### config.mk
export PLATFORM = sky130hd
export DESIGN_NAME = rom_bank_mapper_with_dma_snoop_top
export DESIGN_NICKNAME = d
export VERILOG_FILES = /design/src/hw/rtl/rbm_pkg.sv /design/src/hw/rtl/rbm_chan_match.sv /design/src/hw/rtl/rom_bank_mapper_with_dma_snoop_top.sv
export SDC_FILE = /design/constraint.sdc
export NUM_CORES = 1
export LEC_CHECK = 0
export ABC_AREA = 1
export CORE_UTILIZATION = 36
export DETAILED_ROUTE_END_ITERATION = 10
export DONT_BUFFER_PORTS = 1
export PLACE_DENSITY = 0.5
export SLEW_MARGIN = 20
export SYNTH_ARGS = -nofsm -noshare
export SYNTH_HDL_FRONTEND = slang
export SYNTH_SLANG_ARGS = --single-unit
### constraint.sdc
create_clock -name aclk -period 4 [get_ports aclk]
set_input_delay 0.2 -clock aclk [delete_from_list [all_inputs] [get_ports aclk]]
set_output_delay 0.2 -clock aclk [all_outputs]
set_load 0.02 [all_outputs]
### src/hw/rtl/rbm_pkg.sv
// Shared codes, constants and types for the ROM bank mapper with DMA snoop.
package rbm_pkg;

    // Bus request codes
    localparam logic [1:0] REQ_CTRL_RD = 2'd0;
    localparam logic [1:0] REQ_CTRL_WR = 2'd1;
    localparam logic [1:0] REQ_DMA_WR  = 2'd2;
    localparam logic [1:0] REQ_MEM_RD  = 2'd3;

    // Result source codes
    localparam logic [1:0] SRC_NONE   = 2'd0;
    localparam logic [1:0] SRC_REG    = 2'd1;
    localparam logic [1:0] SRC_ROM    = 2'd2;
    localparam logic [1:0] SRC_DECOMP = 2'd3;

    // Control register indexes
    localparam logic [3:0] CREG_DMA_EN    = 4'd0;
    localparam logic [3:0] CREG_DECOMP_EN = 4'd1;
    localparam logic [3:0] CREG_SLOT0     = 4'd4;
    localparam logic [3:0] CREG_SLOT1     = 4'd5;
    localparam logic [3:0] CREG_SLOT2     = 4'd6;
    localparam logic [3:0] CREG_SLOT3     = 4'd7;

    // DMA channel register indexes
    localparam logic [3:0] DREG_SRC0 = 4'd2;
    localparam logic [3:0] DREG_SRC1 = 4'd3;
    localparam logic [3:0] DREG_SRC2 = 4'd4;
    localparam logic [3:0] DREG_CNT0 = 4'd5;
    localparam logic [3:0] DREG_CNT1 = 4'd6;

    localparam logic [7:0]  BANK_WR_MASK = 8'h8f;
    localparam logic [23:0] ROM_REG_BASE = 24'h004800;
    localparam int          MAX_CHANNELS = 8;

    // Result of the channel address compare
    typedef struct packed {
        logic       hit;
        logic [7:0] sel;   // one-hot, lowest matching channel
    } match_t;

endpackage

### src/hw/rtl/rbm_chan_match.sv
// Priority address compare across the enabled DMA channels.
module rbm_chan_match #(
    parameter int CHANNELS = 8
) (
    input  logic [7:0]      dma_en,
    input  logic [7:0]      decomp_en,
    input  logic [23:0]     chan_src [CHANNELS],
    input  logic [23:0]     address,
    output rbm_pkg::match_t match
);
    import rbm_pkg::*;

    logic [7:0] eq;

    // Compare every channel in parallel
    always_comb begin
        eq = '0;
        for (int i = 0; i < CHANNELS; i++) begin
            eq[i] = dma_en[i] && decomp_en[i] && (chan_src[i] == address);
        end
    end

    // Keep only the lowest hit
    always_comb begin
        match.hit = |eq;
        match.sel = eq & (~eq + 8'd1);
    end

endmodule

### src/hw/rtl/rom_bank_mapper_with_dma_snoop_top.sv
// Top level of the ROM bank mapper with DMA snoop.
//
// One bus access enters per word on the s_ channel and gives exactly one result
// word on the m_ channel. Control reads return the DMA-enable mask, the
// decompress-enable mask, one of the four bank slots or, for other indexes, a
// ROM address at ROM_REG_BASE; control writes set them (bank slots keep bits 7
// and 3..0). DMA register writes are snooped so each channel's 24-bit source
// address and 16-bit byte count are known. Low-half memory reads map to linear
// ROM addresses; high-half reads go through the bank slots unless an enabled
// channel's source address matches, in which case the byte comes from the
// decompressor, the channel count steps down, and the stream is closed when the
// count reaches zero (a count of 0 means 65536 bytes). Rate: one word per clock
// while m_ready holds. An accepted word waits in the input register (eight-way
// address compare, count decrement), then moves into the result register. Ready
// drops only when the result register is full and m_ready is low.
module rom_bank_mapper_with_dma_snoop_top #(
    parameter int CHANNELS = 8
) (
    input  logic        aclk,
    input  logic        aresetn,
    input  logic        s_valid,
    output logic        s_ready,
    input  logic [1:0]  s_req_type,
    input  logic [23:0] s_bus_address,
    input  logic [7:0]  s_write_data,
    output logic        m_valid,
    input  logic        m_ready,
    output logic [1:0]  m_source,
    output logic [7:0]  m_read_data,
    output logic [23:0] m_rom_address,
    output logic        m_decomp_start,
    output logic        m_stream_done
);
    import rbm_pkg::*;

    // Input register
    logic        in_valid_reg;
    logic [1:0]  in_req_reg;
    logic [23:0] in_addr_reg;
    logic [7:0]  in_wdata_reg;

    // Block state
    logic [7:0]  dma_en_reg;
    logic [7:0]  decomp_en_reg;
    logic [7:0]  bank_slot_reg [4];
    logic [23:0] chan_src_reg [CHANNELS];
    logic [15:0] chan_cnt_reg [CHANNELS];
    logic        stream_active_reg;

    // Result register
    logic        out_valid_reg;
    logic [1:0]  out_source_reg;
    logic [7:0]  out_data_reg;
    logic [23:0] out_rom_reg;
    logic        out_start_reg;
    logic        out_done_reg;

    logic        advance;
    logic [3:0]  sel;
    logic [2:0]  chan;
    logic        high_half;
    logic        fold_bit21;
    match_t      match;
    logic        last_byte;
    logic        decomp_hit;

    logic [1:0]  res_source;
    logic [7:0]  res_data;
    logic [23:0] res_rom;
    logic        res_start;
    logic        res_done;

    // Move a word forward whenever the result register is free or being drained
    assign advance = in_valid_reg && (!out_valid_reg || m_ready);
    assign s_ready = !in_valid_reg || advance;

    assign sel       = in_addr_reg[3:0];
    assign chan      = in_addr_reg[6:4];
    assign high_half = in_addr_reg[22];

    // Bit 21 folds away in the low half when slot 1 (or slot 3 above bit 23) asks for it
    assign fold_bit21 = in_addr_reg[23] ? bank_slot_reg[3][7] : bank_slot_reg[1][7];

    rbm_chan_match #(
        .CHANNELS(CHANNELS)
    ) u_match (
        .dma_en   (dma_en_reg),
        .decomp_en(decomp_en_reg),
        .chan_src (chan_src_reg),
        .address  (in_addr_reg),
        .match    (match)
    );

    assign decomp_hit = (in_req_reg == REQ_MEM_RD) && high_half && match.hit;

    // The matching channel is on its last byte when its count stands at one
    always_comb begin
        last_byte = 1'b0;
        for (int i = 0; i < CHANNELS; i++) begin
            if (match.sel[i] && (chan_cnt_reg[i] == 16'd1)) begin
                last_byte = 1'b1;
            end
        end
    end

    // Result word for the access in the input register
    always_comb begin
        res_source = SRC_NONE;
        res_data   = '0;
        res_rom    = '0;
        res_start  = 1'b0;
        res_done   = 1'b0;
        unique case (in_req_reg)
            REQ_CTRL_RD: begin
                unique case (sel) inside
                    CREG_DMA_EN: begin
                        res_source = SRC_REG;
                        res_data   = dma_en_reg;
                    end
                    CREG_DECOMP_EN: begin
                        res_source = SRC_REG;
                        res_data   = decomp_en_reg;
                    end
                    [CREG_SLOT0:CREG_SLOT3]: begin
                        res_source = SRC_REG;
                        res_data   = bank_slot_reg[sel[1:0]];
                    end
                    default: begin
                        res_source = SRC_ROM;
                        res_rom    = ROM_REG_BASE | {20'd0, sel};
                    end
                endcase
            end
            REQ_CTRL_WR, REQ_DMA_WR: begin
                res_source = SRC_NONE;
            end
            REQ_MEM_RD: begin
                if (!high_half) begin
                    res_source = SRC_ROM;
                    res_rom    = {3'd0, in_addr_reg[21] && !fold_bit21,
                                  in_addr_reg[20:16], in_addr_reg[14:0]};
                end else if (match.hit) begin
                    res_source = SRC_DECOMP;
                    res_start  = !stream_active_reg;
                    res_done   = last_byte;
                end else begin
                    res_source = SRC_ROM;
                    res_rom    = {bank_slot_reg[in_addr_reg[21:20]][3:0], in_addr_reg[19:0]};
                end
            end
            default: begin
                res_source = SRC_NONE;
            end
        endcase
    end

    // Input register: take a word whenever there is room
    always_ff @(posedge aclk) begin
        if (!aresetn) begin
            in_valid_reg <= 1'b0;
        end else if (s_ready) begin
            in_valid_reg <= s_valid;
        end
        if (s_valid && s_ready) begin
            in_req_reg   <= s_req_type;
            in_addr_reg  <= s_bus_address;
            in_wdata_reg <= s_write_data;
        end
    end

    // Control registers and stream state
    always_ff @(posedge aclk) begin
        if (!aresetn) begin
            dma_en_reg        <= '0;
            decomp_en_reg     <= '0;
            stream_active_reg <= 1'b0;
            for (int k = 0; k < 4; k++) begin
                bank_slot_reg[k] <= 8'(k);
            end
        end else if (advance) begin
            if (in_req_reg == REQ_CTRL_WR) begin
                unique case (sel) inside
                    CREG_DMA_EN:             dma_en_reg    <= in_wdata_reg;
                    CREG_DECOMP_EN:          decomp_en_reg <= in_wdata_reg;
                    [CREG_SLOT0:CREG_SLOT3]: bank_slot_reg[sel[1:0]] <= in_wdata_reg & BANK_WR_MASK;
                    default: ;
                endcase
            end
            if (decomp_hit) begin
                stream_active_reg <= !last_byte;
                if (last_byte) begin
                    decomp_en_reg <= decomp_en_reg & ~match.sel;
                end
            end
        end
    end

    // Channel source and count: snooped writes and decrement on a decompressor byte
    always_ff @(posedge aclk) begin
        if (!aresetn) begin
            for (int i = 0; i < CHANNELS; i++) begin
                chan_src_reg[i] <= '0;
                chan_cnt_reg[i] <= '0;
            end
        end else if (advance) begin
            for (int i = 0; i < CHANNELS; i++) begin
                if ((in_req_reg == REQ_DMA_WR) && (chan == 3'(i))) begin
                    unique case (sel)
                        DREG_SRC0: chan_src_reg[i][7:0]   <= in_wdata_reg;
                        DREG_SRC1: chan_src_reg[i][15:8]  <= in_wdata_reg;
                        DREG_SRC2: chan_src_reg[i][23:16] <= in_wdata_reg;
                        DREG_CNT0: chan_cnt_reg[i][7:0]   <= in_wdata_reg;
                        DREG_CNT1: chan_cnt_reg[i][15:8]  <= in_wdata_reg;
                        default: ;
                    endcase
                end
                if (decomp_hit && match.sel[i]) begin
                    chan_cnt_reg[i] <= chan_cnt_reg[i] - 16'd1;
                end
            end
        end
    end

    // Result register: hold until taken, refill on advance
    always_ff @(posedge aclk) begin
        if (!aresetn) begin
            out_valid_reg <= 1'b0;
        end else if (advance) begin
            out_valid_reg <= 1'b1;
        end else if (m_ready) begin
            out_valid_reg <= 1'b0;
        end
        if (advance) begin
            out_source_reg <= res_source;
            out_data_reg   <= res_data;
            out_rom_reg    <= res_rom;
            out_start_reg  <= res_start;
            out_done_reg   <= res_done;
        end
    end

    assign m_valid        = out_valid_reg;
    assign m_source       = out_source_reg;
    assign m_read_data    = out_data_reg;
    assign m_rom_address  = out_rom_reg;
    assign m_decomp_start = out_start_reg;
    assign m_stream_done  = out_done_reg;

endmodule
Yosys cells after proc, flatten, opt, wreduce, memory -nomap -nowiden:

Memories as Yosys holds them, arrays and structs flattened. A register that Yosys moved wholly into a read port is not among the register bits.
Index checks and enable logic that the tools add are counted.

* reduce and logical (&&, ||, !) cells: 88
* eq/ne operators: 32
* add/sub/neg operators: 9
* order comparisons: 2
* bitwise gates (word level): 36
* mux-type cells: 165

Operators by type and width (count)
* $mux W8: 36
* $eq A24 B24 Y1: 8
* $eq A16 B1 Y1 const B: 8
* $sub A16 B1 Y16 const B: 8
* $mux W1: 118
* $reduce_and A3 Y1: 26
* $mux W24: 2
* $pmux W24 S2: 1
* $logic_and A1 B1 Y1: 46
* $or A1 B1 Y1: 32
* $pmux W8 S3: 1
* $and A8 B8 Y8: 2
* $not A8 Y8: 2
* $mux W15: 1
* $eq A3 B3 Y1 const B: 4
* $eq A4 B3 Y1 const B: 3
* $add A8 B1 Y8 const B: 1
* $eq A4 B2 Y1 const B: 2
* $mux W2: 4
* $reduce_or A8 Y1: 1
* $eq A3 B2 Y1 const B: 2
* $pmux W2 S3: 1
* $logic_not A1 Y1: 5
* $mux W5: 1
* other kinds (15): 17

* bits in registers: 281
* memories: 2
* RAM bits: 148
* logic and storage cells: 371

Memory list
* chan_cnt_reg: words 8, bits a word 16, read ports 8, clocked after memory_dff 0, write ports 8, line rom_bank_mapper_with_dma_snoop_top.sv:47 `logic [15:0] chan_cnt_reg [CHANNELS];`
* bank_slot_reg: words 4, bits a word 5, read ports 4, clocked after memory_dff 2, write ports 4, line rom_bank_mapper_with_dma_snoop_top.sv:45 `logic [7:0] bank_slot_reg [4];`

Logic depth before layout (Yosys ltp):

Gate-level depths: netlist of run 1.

* word-level depth: 16
* gate-level depth with buffers: 22
* gate-level depth less buffers: 21

By module:

Synthesis of run 1 repeated with hierarchy kept, for this count alone.

* cells, all modules: 3057
* area total of the unflattened synthesis: 23183.5 um^2

Modules (own cells, without submodules)
* rom_bank_mapper_with_dma_snoop_top: times used 1, area an instance 19723.9 um^2, cells each 2279
* rbm_chan_match: times used 1, area an instance 3459.6 um^2, cells each 778

Least setup slack after synthesis of run 1:

Ideal clock, no wire load.

* kind: flip-flop to flip-flop
* start point: reg in_addr_reg[2]
* end point: mem chan_cnt_reg[7][0], in the netlist chan_cnt_reg[1][48], enable pin
* data arrival time: 2.517 ns
* period minus slack after synthesis: 2.901 ns
* library setup time: 0.384 ns
* setup slack: 1.099 ns
* stages on the path, launching flop included: 16
* cell sequence: edfxtp_1 -> buf_2 -> inv_2 -> nand2_1 -> nand2_1 -> nor2_1 -> and2_1 -> nand2_1 -> nor2_1 -> nand2_1 -> nand3_2 -> nor2_2 -> nand2_1 -> nor4_4 -> a21oi_2 -> o21ai_0

RTL lines
* start: declaration: line rom_bank_mapper_with_dma_snoop_top.sv:39 `logic [23:0] in_addr_reg;`
* start signal: assignment: line rom_bank_mapper_with_dma_snoop_top.sv:166 `in_addr_reg <= s_bus_address;`
* end: declaration: line rom_bank_mapper_with_dma_snoop_top.sv:47

==> run summary, run 1 <==
largest net degree at the start of global routing: 195
Synth top cells by count: sky130_fd_sc_hd__nand2_1, sky130_fd_sc_hd__nor2_1, sky130_fd_sc_hd__inv_1
number of cells on the worst hold path: 1
combined global-route utilization of all metal layers: 28.4%
IO Port Bufs: 0
number of antenna cells inserted: 0
Finish-stage setup viols: 0
Fin Setup TNS: 0 ns
dominant synthesized flop cell: sky130_fd_sc_hd__edfxtp_1
worst reg2reg path endpoint: chan_cnt_reg[0][52]
leakage power summed over all cells: 11.7 nW
area grow syn2layout: 14.2%
Data required, critical path: 4.27 ns
final instance area: 0.0287 mm2
drt pass-1 iters: 6
clock sinks: 433
number of cells produced by synthesis: 3,470
capture point of the worst path: chan_cnt_reg[0][52]
die height: 266 um
initial antenna violation count: 3
DR WL/cell: 22.5 um
highest net fanout along the worst path: 17
Area contributors post-synth: sky130_fd_sc_hd__edfxtp_1, sky130_fd_sc_hd__dfxtp_1, sky130_fd_sc_hd__nand2_1
register area share after synthesis: 43.2%
Die Wd: 266 um
nets@finish: 3,595
cell with the largest stage delay on the worst path: sky130_fd_sc_hd__edfxtp_1
Final Power: 0.0109 W
Slew headroom: 24.3%
clock root cell: sky130_fd_sc_hd__clkbuf_16
detailed-route via count: 24,100
number of global-route vias before repair: 22,500
I/O pin cnt: 76
number of hold violations in the final report: 0
crit path DAT: 4.07 ns
Crit. End Element: flop
total grt overflow: 0
Critical Path Source Type: flop
Total Die Area: 0.0708 mm2
Global Route met3 Usage: 3.51%
ratio of cells with drive above 1 in the final layout: 7.26%
number of pins exceeding their max-slew limit in the final report: 0
unrepaired setup endpoints after global routing: no
cell type contributing the most total cell area after synthesis: sky130_fd_sc_hd__edfxtp_1
Worst Hold Launch: aresetn
maximum level of the CTS H-tree: 2
number of clock buffers inserted by TritonCTS: 51
Longest Clk Path Bufs: 3
distinct cell type count after synthesis: 53
via density per instance: 5.34
Cell Area, Synth: 0.0251 mm2
PostCTS Resize Cnt: 0
maximum capacitance violations: 0
net switching share of the total power: 26.9%
worst ir drop on vdd: 0.000358 V
total of fill cells in the finished design: 7,129
min Tclk post-route: 3.80 ns
internal power: 0.00799 W
Reg clk slew, reported paths: 0.06 ns
Max Clk Rate: 263 MHz
placed standard-cell area: 0.0265 mm2
peak per-stage delay on the critical path: 0.54 ns
ratio of final minimum period to clock period: 95.1%
starting density of the core: 36.5%
placed wire-length estimate: 71.9 mm
DRT antenna net count: 0
clock tree from TritonCTS: done
Power Dens Cells: 381 mW/mm2
number of flip-flops in the largest register: 192
first-pass GRT wire length: 149 mm
path type of the worst setup path: reg2reg
final worst clock skew: 0.0260 ns
Clk Latency, worst-skew pair: 0.62 ns
most frequent cell after synthesis: sky130_fd_sc_hd__nand2_1
outcome: complete, no violations
Seq pwr share: 44.9%
final RePlAce weighted congestion: 1.00
number of core rows: 96
met2 track demand over resource: 44.2%
critical path's most frequent cell: sky130_fd_sc_hd__nor2_1
Seq cells post-synth: 433
Post-synth EDFFs: 218
Critical R2R Launch: in_addr_reg[15]
final standard cell utilization of the core: 41.7%
Critical path origin: in_addr_reg[15]
Yosys warnings: 0
core area: 0.0688 mm2
slew at the pin closest to its max-slew limit: 1.12 ns
overall routed net length: 102 mm
post-synthesis area per instance: 7.24 um2
fraction of registers with async set/reset: 0%
combinational group share of total power: 9.8%
Worst Hold Class: in2reg
net switching power figure: 0.00294 W
Register-to-Register Path Depth: 16
met1 routing resource usage after global routing: 39.8%
number of violations reported at the end of detailed-routing iteration 0: 2,561
net count after synthesis: 3,528
register-to-register path setup slack: 0.20 ns
Critical Path, Cell by Cell: inv_2 > or2_2 > nand2_1 > nor2_1 > nand2_1 > nor2_1 > nand3_1 > nor2_1 > nor2_2 > nand3_2 > nand2_4 > nor2_8 > nand2_4 > nor2_8 > nand2_2 > nand3b_1
peak-usage layer in the global routing report: met2
clock network power share: 45.3%
Fin Hold WS: 0.0550 ns
Synth top area share: 26.1%
DRC violation count after routing: 0
==> power by group through the flow <==
| stage | Combinational [W] | Sequential, W | Clock, W |
|---|---|---|---|
| 2_1_floorplan | 0.000606 | 0.00495 | 0 |
| 3_3_place_gp | 0.000987 | 0.00500 | 0 |
| 3_5_place_dp | 0.000976 | 0.00500 | 0 |
| 4_1_cts | 0.00105 | 0.00490 | 0.00502 |
| 5_1_grt | 0.00114 | 0.00492 | 0.00517 |
| 6_report | 0.00108 | 0.00490 | 0.00495 |
==> critical path: cells and delay by family, from the launching register on <==
family                 cells  cell delay, ns
DFF                        1            0.54
buffers and inverters      1            0.41
and+or+nand+nor           15            2.50
==> metal layers <==
| layer | up-vias | routed length, um |
|---|---|---|
| met4 | 4 | 4310 |
| met3 | 200 | 7050 |
| met1 | 11300 | 45700 |
| li1 | 11600 | - |
| met5 | - | 26 |
| met2 | 950 | 44600 |
==> metrics by stage <==
stage	setup WS, ns	std cells
4_1_cts	0.181	4507
6_report	0.197	4510
3_3_place_gp	0.281	4372
3_5_place_dp	0.166	4372
5_1_grt	0.000111	4510
2_1_floorplan	1.10	3470
==> timing repair <==
item | in CTS | in global routing
hold endpoints to repair | 244 | 8
hold buffers | 40 | 1
endpoints found under the setup margin | 0 | 8
buffers inserted | 0 | 2
==> area by class of cell <==
type | count | area (um2) | share of cell area, %
clock inverter | 27 | 292 | 1.02
inverter | 381 | 1440 | 5.01
tap | 931 | 1160 | 4.06
sequential | 433 | 10900 | 37.8
clock buffer | 68 | 1470 | 5.14
timing repair buffer | 147 | 1250 | 4.35
multi-input combinational | 2523 | 12200 | 42.6
==> worst min path at each step <==
stage                                     end
final                     chan_cnt_reg[0][16]
after detailed placement      in_wdata_reg[6]
after global placement        in_wdata_reg[6]
after floorplan                in_addr_reg[0]
after global routing      chan_cnt_reg[0][16]
after CTS                 chan_cnt_reg[0][16]
==> cells in the final DEF, fill, tap and decap left out, drive strengths merged, types with 7 or more instances in the layout <==
| cell type | instances |
|---|---|
| ha | 20 |
| nor4 | 19 |
| clkinv | 25 |
| clkinvlp | 7 |
| nand4 | 124 |
| nand3b | 12 |
| or2 | 20 |
| nand2 | 854 |
| dlygate4sd3 | 40 |
| nor3 | 89 |
| inv | 371 |
| and2 | 7 |
| dfxtp | 215 |
| buf | 107 |
| a21oi | 237 |
| xor2 | 65 |
| nor2 | 414 |
| edfxtp | 218 |
| xnor2 | 82 |
| o21ai | 322 |
| nand3 | 223 |
| clkbuf | 68 |
| o211ai | 8 |
==> logic make-up (layout without fill, tap and decap cells) <==
| family | count (synthesis) | count (layout) | synth area share (%) |
|---|---|---|---|
| AOI/OAI and AO/OA | 581 | 581 | 11.9 |
| xor gates and xnor gates | 147 | 147 | 5.13 |
| adders and majority gates | 20 | 20 | 0.996 |
| buffers and inverters | 514 | 623 | 8.11 |
| DFF | 433 | 433 | 43.2 |
| muxes | 1 | 1 | 0.0399 |
| and+or+nand+nor | 1774 | 1774 | 30.7 |
Note: power is estimated with default switching activity, not from simulation.
==> inputs of run 2 (changes only) <==
CTS_CLUSTER_SIZE = 8   (was not set)
SYNTH_HIERARCHICAL = 1   (was not set)
clock period = 4.1 ns   (was 4 ns; I/O delays follow)
==> run summary, run 2 <==
outcome: complete, no violations
number of antenna cells inserted: 0 (unchanged)
Bufs and invs on worst path: 4 (+3)
Data required, critical path: 4.46 ns (+0.19 ns)
Reg clk slew, reported paths: 0.06 ns (about the same)
placed standard-cell area: 0.0242 mm2 (-8.6%)
register-to-register path setup slack: 0.21 ns (about the same)
post-synthesis area per instance: 7.58 um2 (+4.8%)
Worst Hold Class: in2reg
via density per instance: 5.31 (-0.56%)
DR WL/cell: 21.4 um (-5.0%)
Critical R2R Launch: in_addr_reg[2]
die height: 256 um (-3.9%)
Critical Path, Cell by Cell: inv_1 > buf_4 > nand2_1 > nand2_1 > nor2_1 > nand2_1 > nor2_1 > nand2_1 > nor2_2 > nor2_1 > nand3_2 > nor2_1 > inv_1 > nor3_4 > inv_2 > nand2_1 > o21ai_0
total of fill cells in the finished design: 6,460 (-9.4%)
Cell Area, Synth: 0.0232 mm2 (-7.7%)
Worst Hold Launch: aresetn
worst-case hold path end point: dma_en_reg[3]
register area share after synthesis: 46.8% (+3.6 points)
leakage power summed over all cells: 10.2 nW (-13%)
first-pass GRT wire length: 127 mm (-15%)
cell with the largest stage delay on the worst path: sky130_fd_sc_hd__nor2_1
internal power: 0.00768 W (-3.9%)
maximum level of the CTS H-tree: 2 (unchanged)
initial antenna violation count: 0 (-3)
largest net degree at the start of global routing: 132 (-32%)
final RePlAce weighted congestion: 0.937 (-6.4%)
Longest Clk Path Bufs: 3 (unchanged)
critical path's most frequent cell: sky130_fd_sc_hd__nand2_1
I/O pin cnt: 76 (unchanged)
number of clock buffers inserted by TritonCTS: 60 (+18%)
clock network power share: 46.0% (+0.7 points)
number of pins exceeding their max-slew limit in the final report: 0 (unchanged)
unrepaired setup endpoints after global routing: no
number of flip-flops in the largest register: 192 (unchanged)
ratio of final minimum period to clock period: 94.8% (-0.24 points)
slew at the pin closest to its max-slew limit: 0.865 ns (-0.259 ns)
path type of the worst setup path: reg2reg
clock tree from TritonCTS: done
number of core rows: 92 (-4.2%)
starting density of the core: 36.6% (+0.12 points)
Synth top cells by count: sky130_fd_sc_hd__nand2_1, sky130_fd_sc_hd__inv_1, sky130_fd_sc_hd__nor2_1
cell type contributing the most total cell area after synthesis: sky130_fd_sc_hd__edfxtp_1
drt pass-1 iters: 6 (unchanged)
highest net fanout along the worst path: 16 (-1)
Die Wd: 256 um (-3.9%)
worst ir drop on vdd: 0.000325 V (-9.1%)
cell type group with the largest total delay on the critical path: simple AND/OR/NAND/NOR gates
final instance area: 0.0264 mm2 (-8.0%)
total grt overflow: 0 (unchanged)
minimum setup slack in the final design: 0.212 ns (+0.0146 ns)
final worst clock skew: 0.0339 ns (+0.00792 ns)
number of global-route vias before repair: 19,900 (-12%)
peak per-stage delay on the critical path: 0.53 ns (about the same)
most frequent cell after synthesis: sky130_fd_sc_hd__nand2_1
Power Dens Cells: 392 mW/mm2 (+3.0%)
net switching power figure: 0.00266 W (-9.2%)
clock sinks: 433 (unchanged)
number of hold violations in the final report: 0 (unchanged)
Area contributors post-synth: sky130_fd_sc_hd__edfxtp_1, sky130_fd_sc_hd__dfxtp_1, sky130_fd_sc_hd__nand2_1
DRT antenna net count: 0 (unchanged)
number of violations reported at the end of detailed-routing iteration 0: 1,875 (-27%)
Crit. End Element: flop
combinational group share of total power: 7.8% (-2.0 points)
PostCTS Resize Cnt: 0 (unchanged)
final standard cell utilization of the core: 41.7% (about the same)
Synth top area share: 28.2% (+2.2 points)
combined global-route utilization of all metal layers: 25.5% (-2.9 points)
Register-to-Register Path Depth: 17 (+1)
core area: 0.0633 mm2 (-8.0%)
area grow syn2layout: 13.8%
number of cells produced by synthesis: 3,057 (-12%)
net switching share of the total power: 25.8% (-1.1 points)
most common cell after layout, fill and taps aside: sky130_fd_sc_hd__nand2_1
worst reg2reg path endpoint: chan_cnt_reg[1][19]
detailed-route via count: 21,300 (-12%)
Clk Latency, worst-skew pair: 0.63 ns (about the same)
maximum capacitance violations: 0 (unchanged)
Seq cells post-synth: 433 (unchanged)
nets@finish: 3,171 (-12%)
DRC violation count after routing: 0 (unchanged)
Max Clk Rate: 257 MHz (-2.2%)
min Tclk post-route: 3.89 ns (+0.0854 ns)
Total Die Area: 0.0654 mm2 (-7.6%)
logic depth of the worst path, buffers included: 17 (+1)
overall routed net length: 85.7 mm (-16%)
distinct cell type count after synthesis: 49 (-7.5%)
crit path DAT: 4.24 ns (+0.17 ns)
Post-synth EDFFs: 218 (unchanged)
dominant synthesized flop cell: sky130_fd_sc_hd__edfxtp_1
Slew headroom: 41.8% (+18 points)
clock root cell: sky130_fd_sc_hd__clkbuf_16
Post-Place Worst Slack: -0.0191 ns (-0.185 ns)
Critical Path Source Type: flop
Seq pwr share: 46.2% (+1.3 points)
commonest non-fill, non-tap cells in the layout: sky130_fd_sc_hd__nand2_1, sky130_fd_sc_hd__inv_1, sky130_fd_sc_hd__nor2_1, sky130_fd_sc_hd__o21ai_0, sky130_fd_sc_hd__a21oi_1
fraction of registers with async set/reset: 0% (unchanged)
Fin Hold WS: 0.0704 ns (+0.0154 ns)
net count after synthesis: 3,115 (-12%)
number of cells on the worst hold path: 3 (+2)
Final Power: 0.0103 W (-5.3%)
Finish-stage setup viols: 0 (unchanged)
ratio of cells with drive above 1 in the final layout: 7.06% (-0.20 points)
placed wire-length estimate: 59.4 mm (-17%)
Yosys warnings: 6 (+6)
IO Port Bufs: 0 (unchanged)
run 2: changes by cell type after synthesis, moves of 30 or more:
cell,delta
sky130_fd_sc_hd__a21oi_1,+30
sky130_fd_sc_hd__o21ai_1,-39
sky130_fd_sc_hd__o22ai_1,+63
sky130_fd_sc_hd__nand2_1,-110
sky130_fd_sc_hd__nor2_1,-88
sky130_fd_sc_hd__nand3_1,-65
sky130_fd_sc_hd__nor3_1,-54
sky130_fd_sc_hd__nand4_1,-100
run 2: final cells by class:
cell class | instances | area (um2) | area share [%]
flip-flops and latches | 433 | 10900 | 41.1
clock inverters | 1 | 16.3 | 0.0616
clock buffers | 106 | 1730 | 6.54
repair buffers | 122 | 1040 | 3.94
well taps | 846 | 1060 | 4.01
inverters | 369 | 1390 | 5.27
multi-input cells | 2127 | 10300 | 39.1
run 2: cell families (layout without fill, tap and decap cells):
group / after synthesis / count (layout) / synth area share (%)
xor+xnor: 109 / 109 / 4.12
flops: 433 / 433 / 46.8
buf+inv: 497 / 598 / 8.74
compound gates: 673 / 673 / 15.2
fa+ha+maj: 20 / 20 / 1.08
simple gates: 1325 / 1325 / 24.0
run 2: timing repair:
action | 4_1_cts | 5_1_grt
hold endpoints to repair | 179 | 0
gates cloned | 0 | 0
hold buffers | 38 | 0
endpoints found under the setup margin | 8 | 50
pin swaps | 0 | 0
setup buffers | 1 | 3
run 2: routing by layer:
| layer | track usage [%] | share of wire (%) | up-vias |
|---|---|---|---|
| met4 | 11.1 | 4.2 | 0 |
| met5 | 0 | 0 | - |
| li1 | - | - | 10200 |
| met2 | 39.9 | 44 | 815 |
| met1 | 34.3 | 43 | 10100 |
| met3 | 4.93 | 7.9 | 180 |
run 2: worst max path at each step:
stage / slack, ns / endpoint / start
2_1_floorplan: 1.11 / chan_cnt_reg[0][32] / in_addr_reg[0]
3_3_place_gp: 0.09 / chan_cnt_reg[0][36] / in_addr_reg[4]
3_5_place_dp: -0.02 / chan_cnt_reg[0][37] / in_addr_reg[14]
4_1_cts: 0.002 / chan_cnt_reg[0][37] / in_addr_reg[4]
5_1_grt: 0.03 / chan_cnt_reg[0][37] / in_addr_reg[4]
6_report: 0.21 / chan_cnt_reg[1][19] / in_addr_reg[2]
run 2: per-stage QoR:
stage | TNS (ns) | std cells
detailed placement | -0.152 | 3855
floorplan | 0 | 3057
CTS | 0 | 4001
global placement | 0 | 3855
finish | 0 | 4004
global route | 0 | 4004
run 2: worst min-delay path, delay by kind of cell:
kind	cells	cell delay (ns)
buf+inv	1	0.19
compound gates	2	0.19
run 2: power groups by stage:
stage               Clock, W  Sequential, W  Combinational (W)
floorplan                  0        0.00483           0.000474
detailed placement         0        0.00487           0.000725
CTS                  0.00484        0.00478           0.000786
finish               0.00476        0.00478           0.000805
global route         0.00501        0.00479           0.000863
global placement           0        0.00487           0.000723
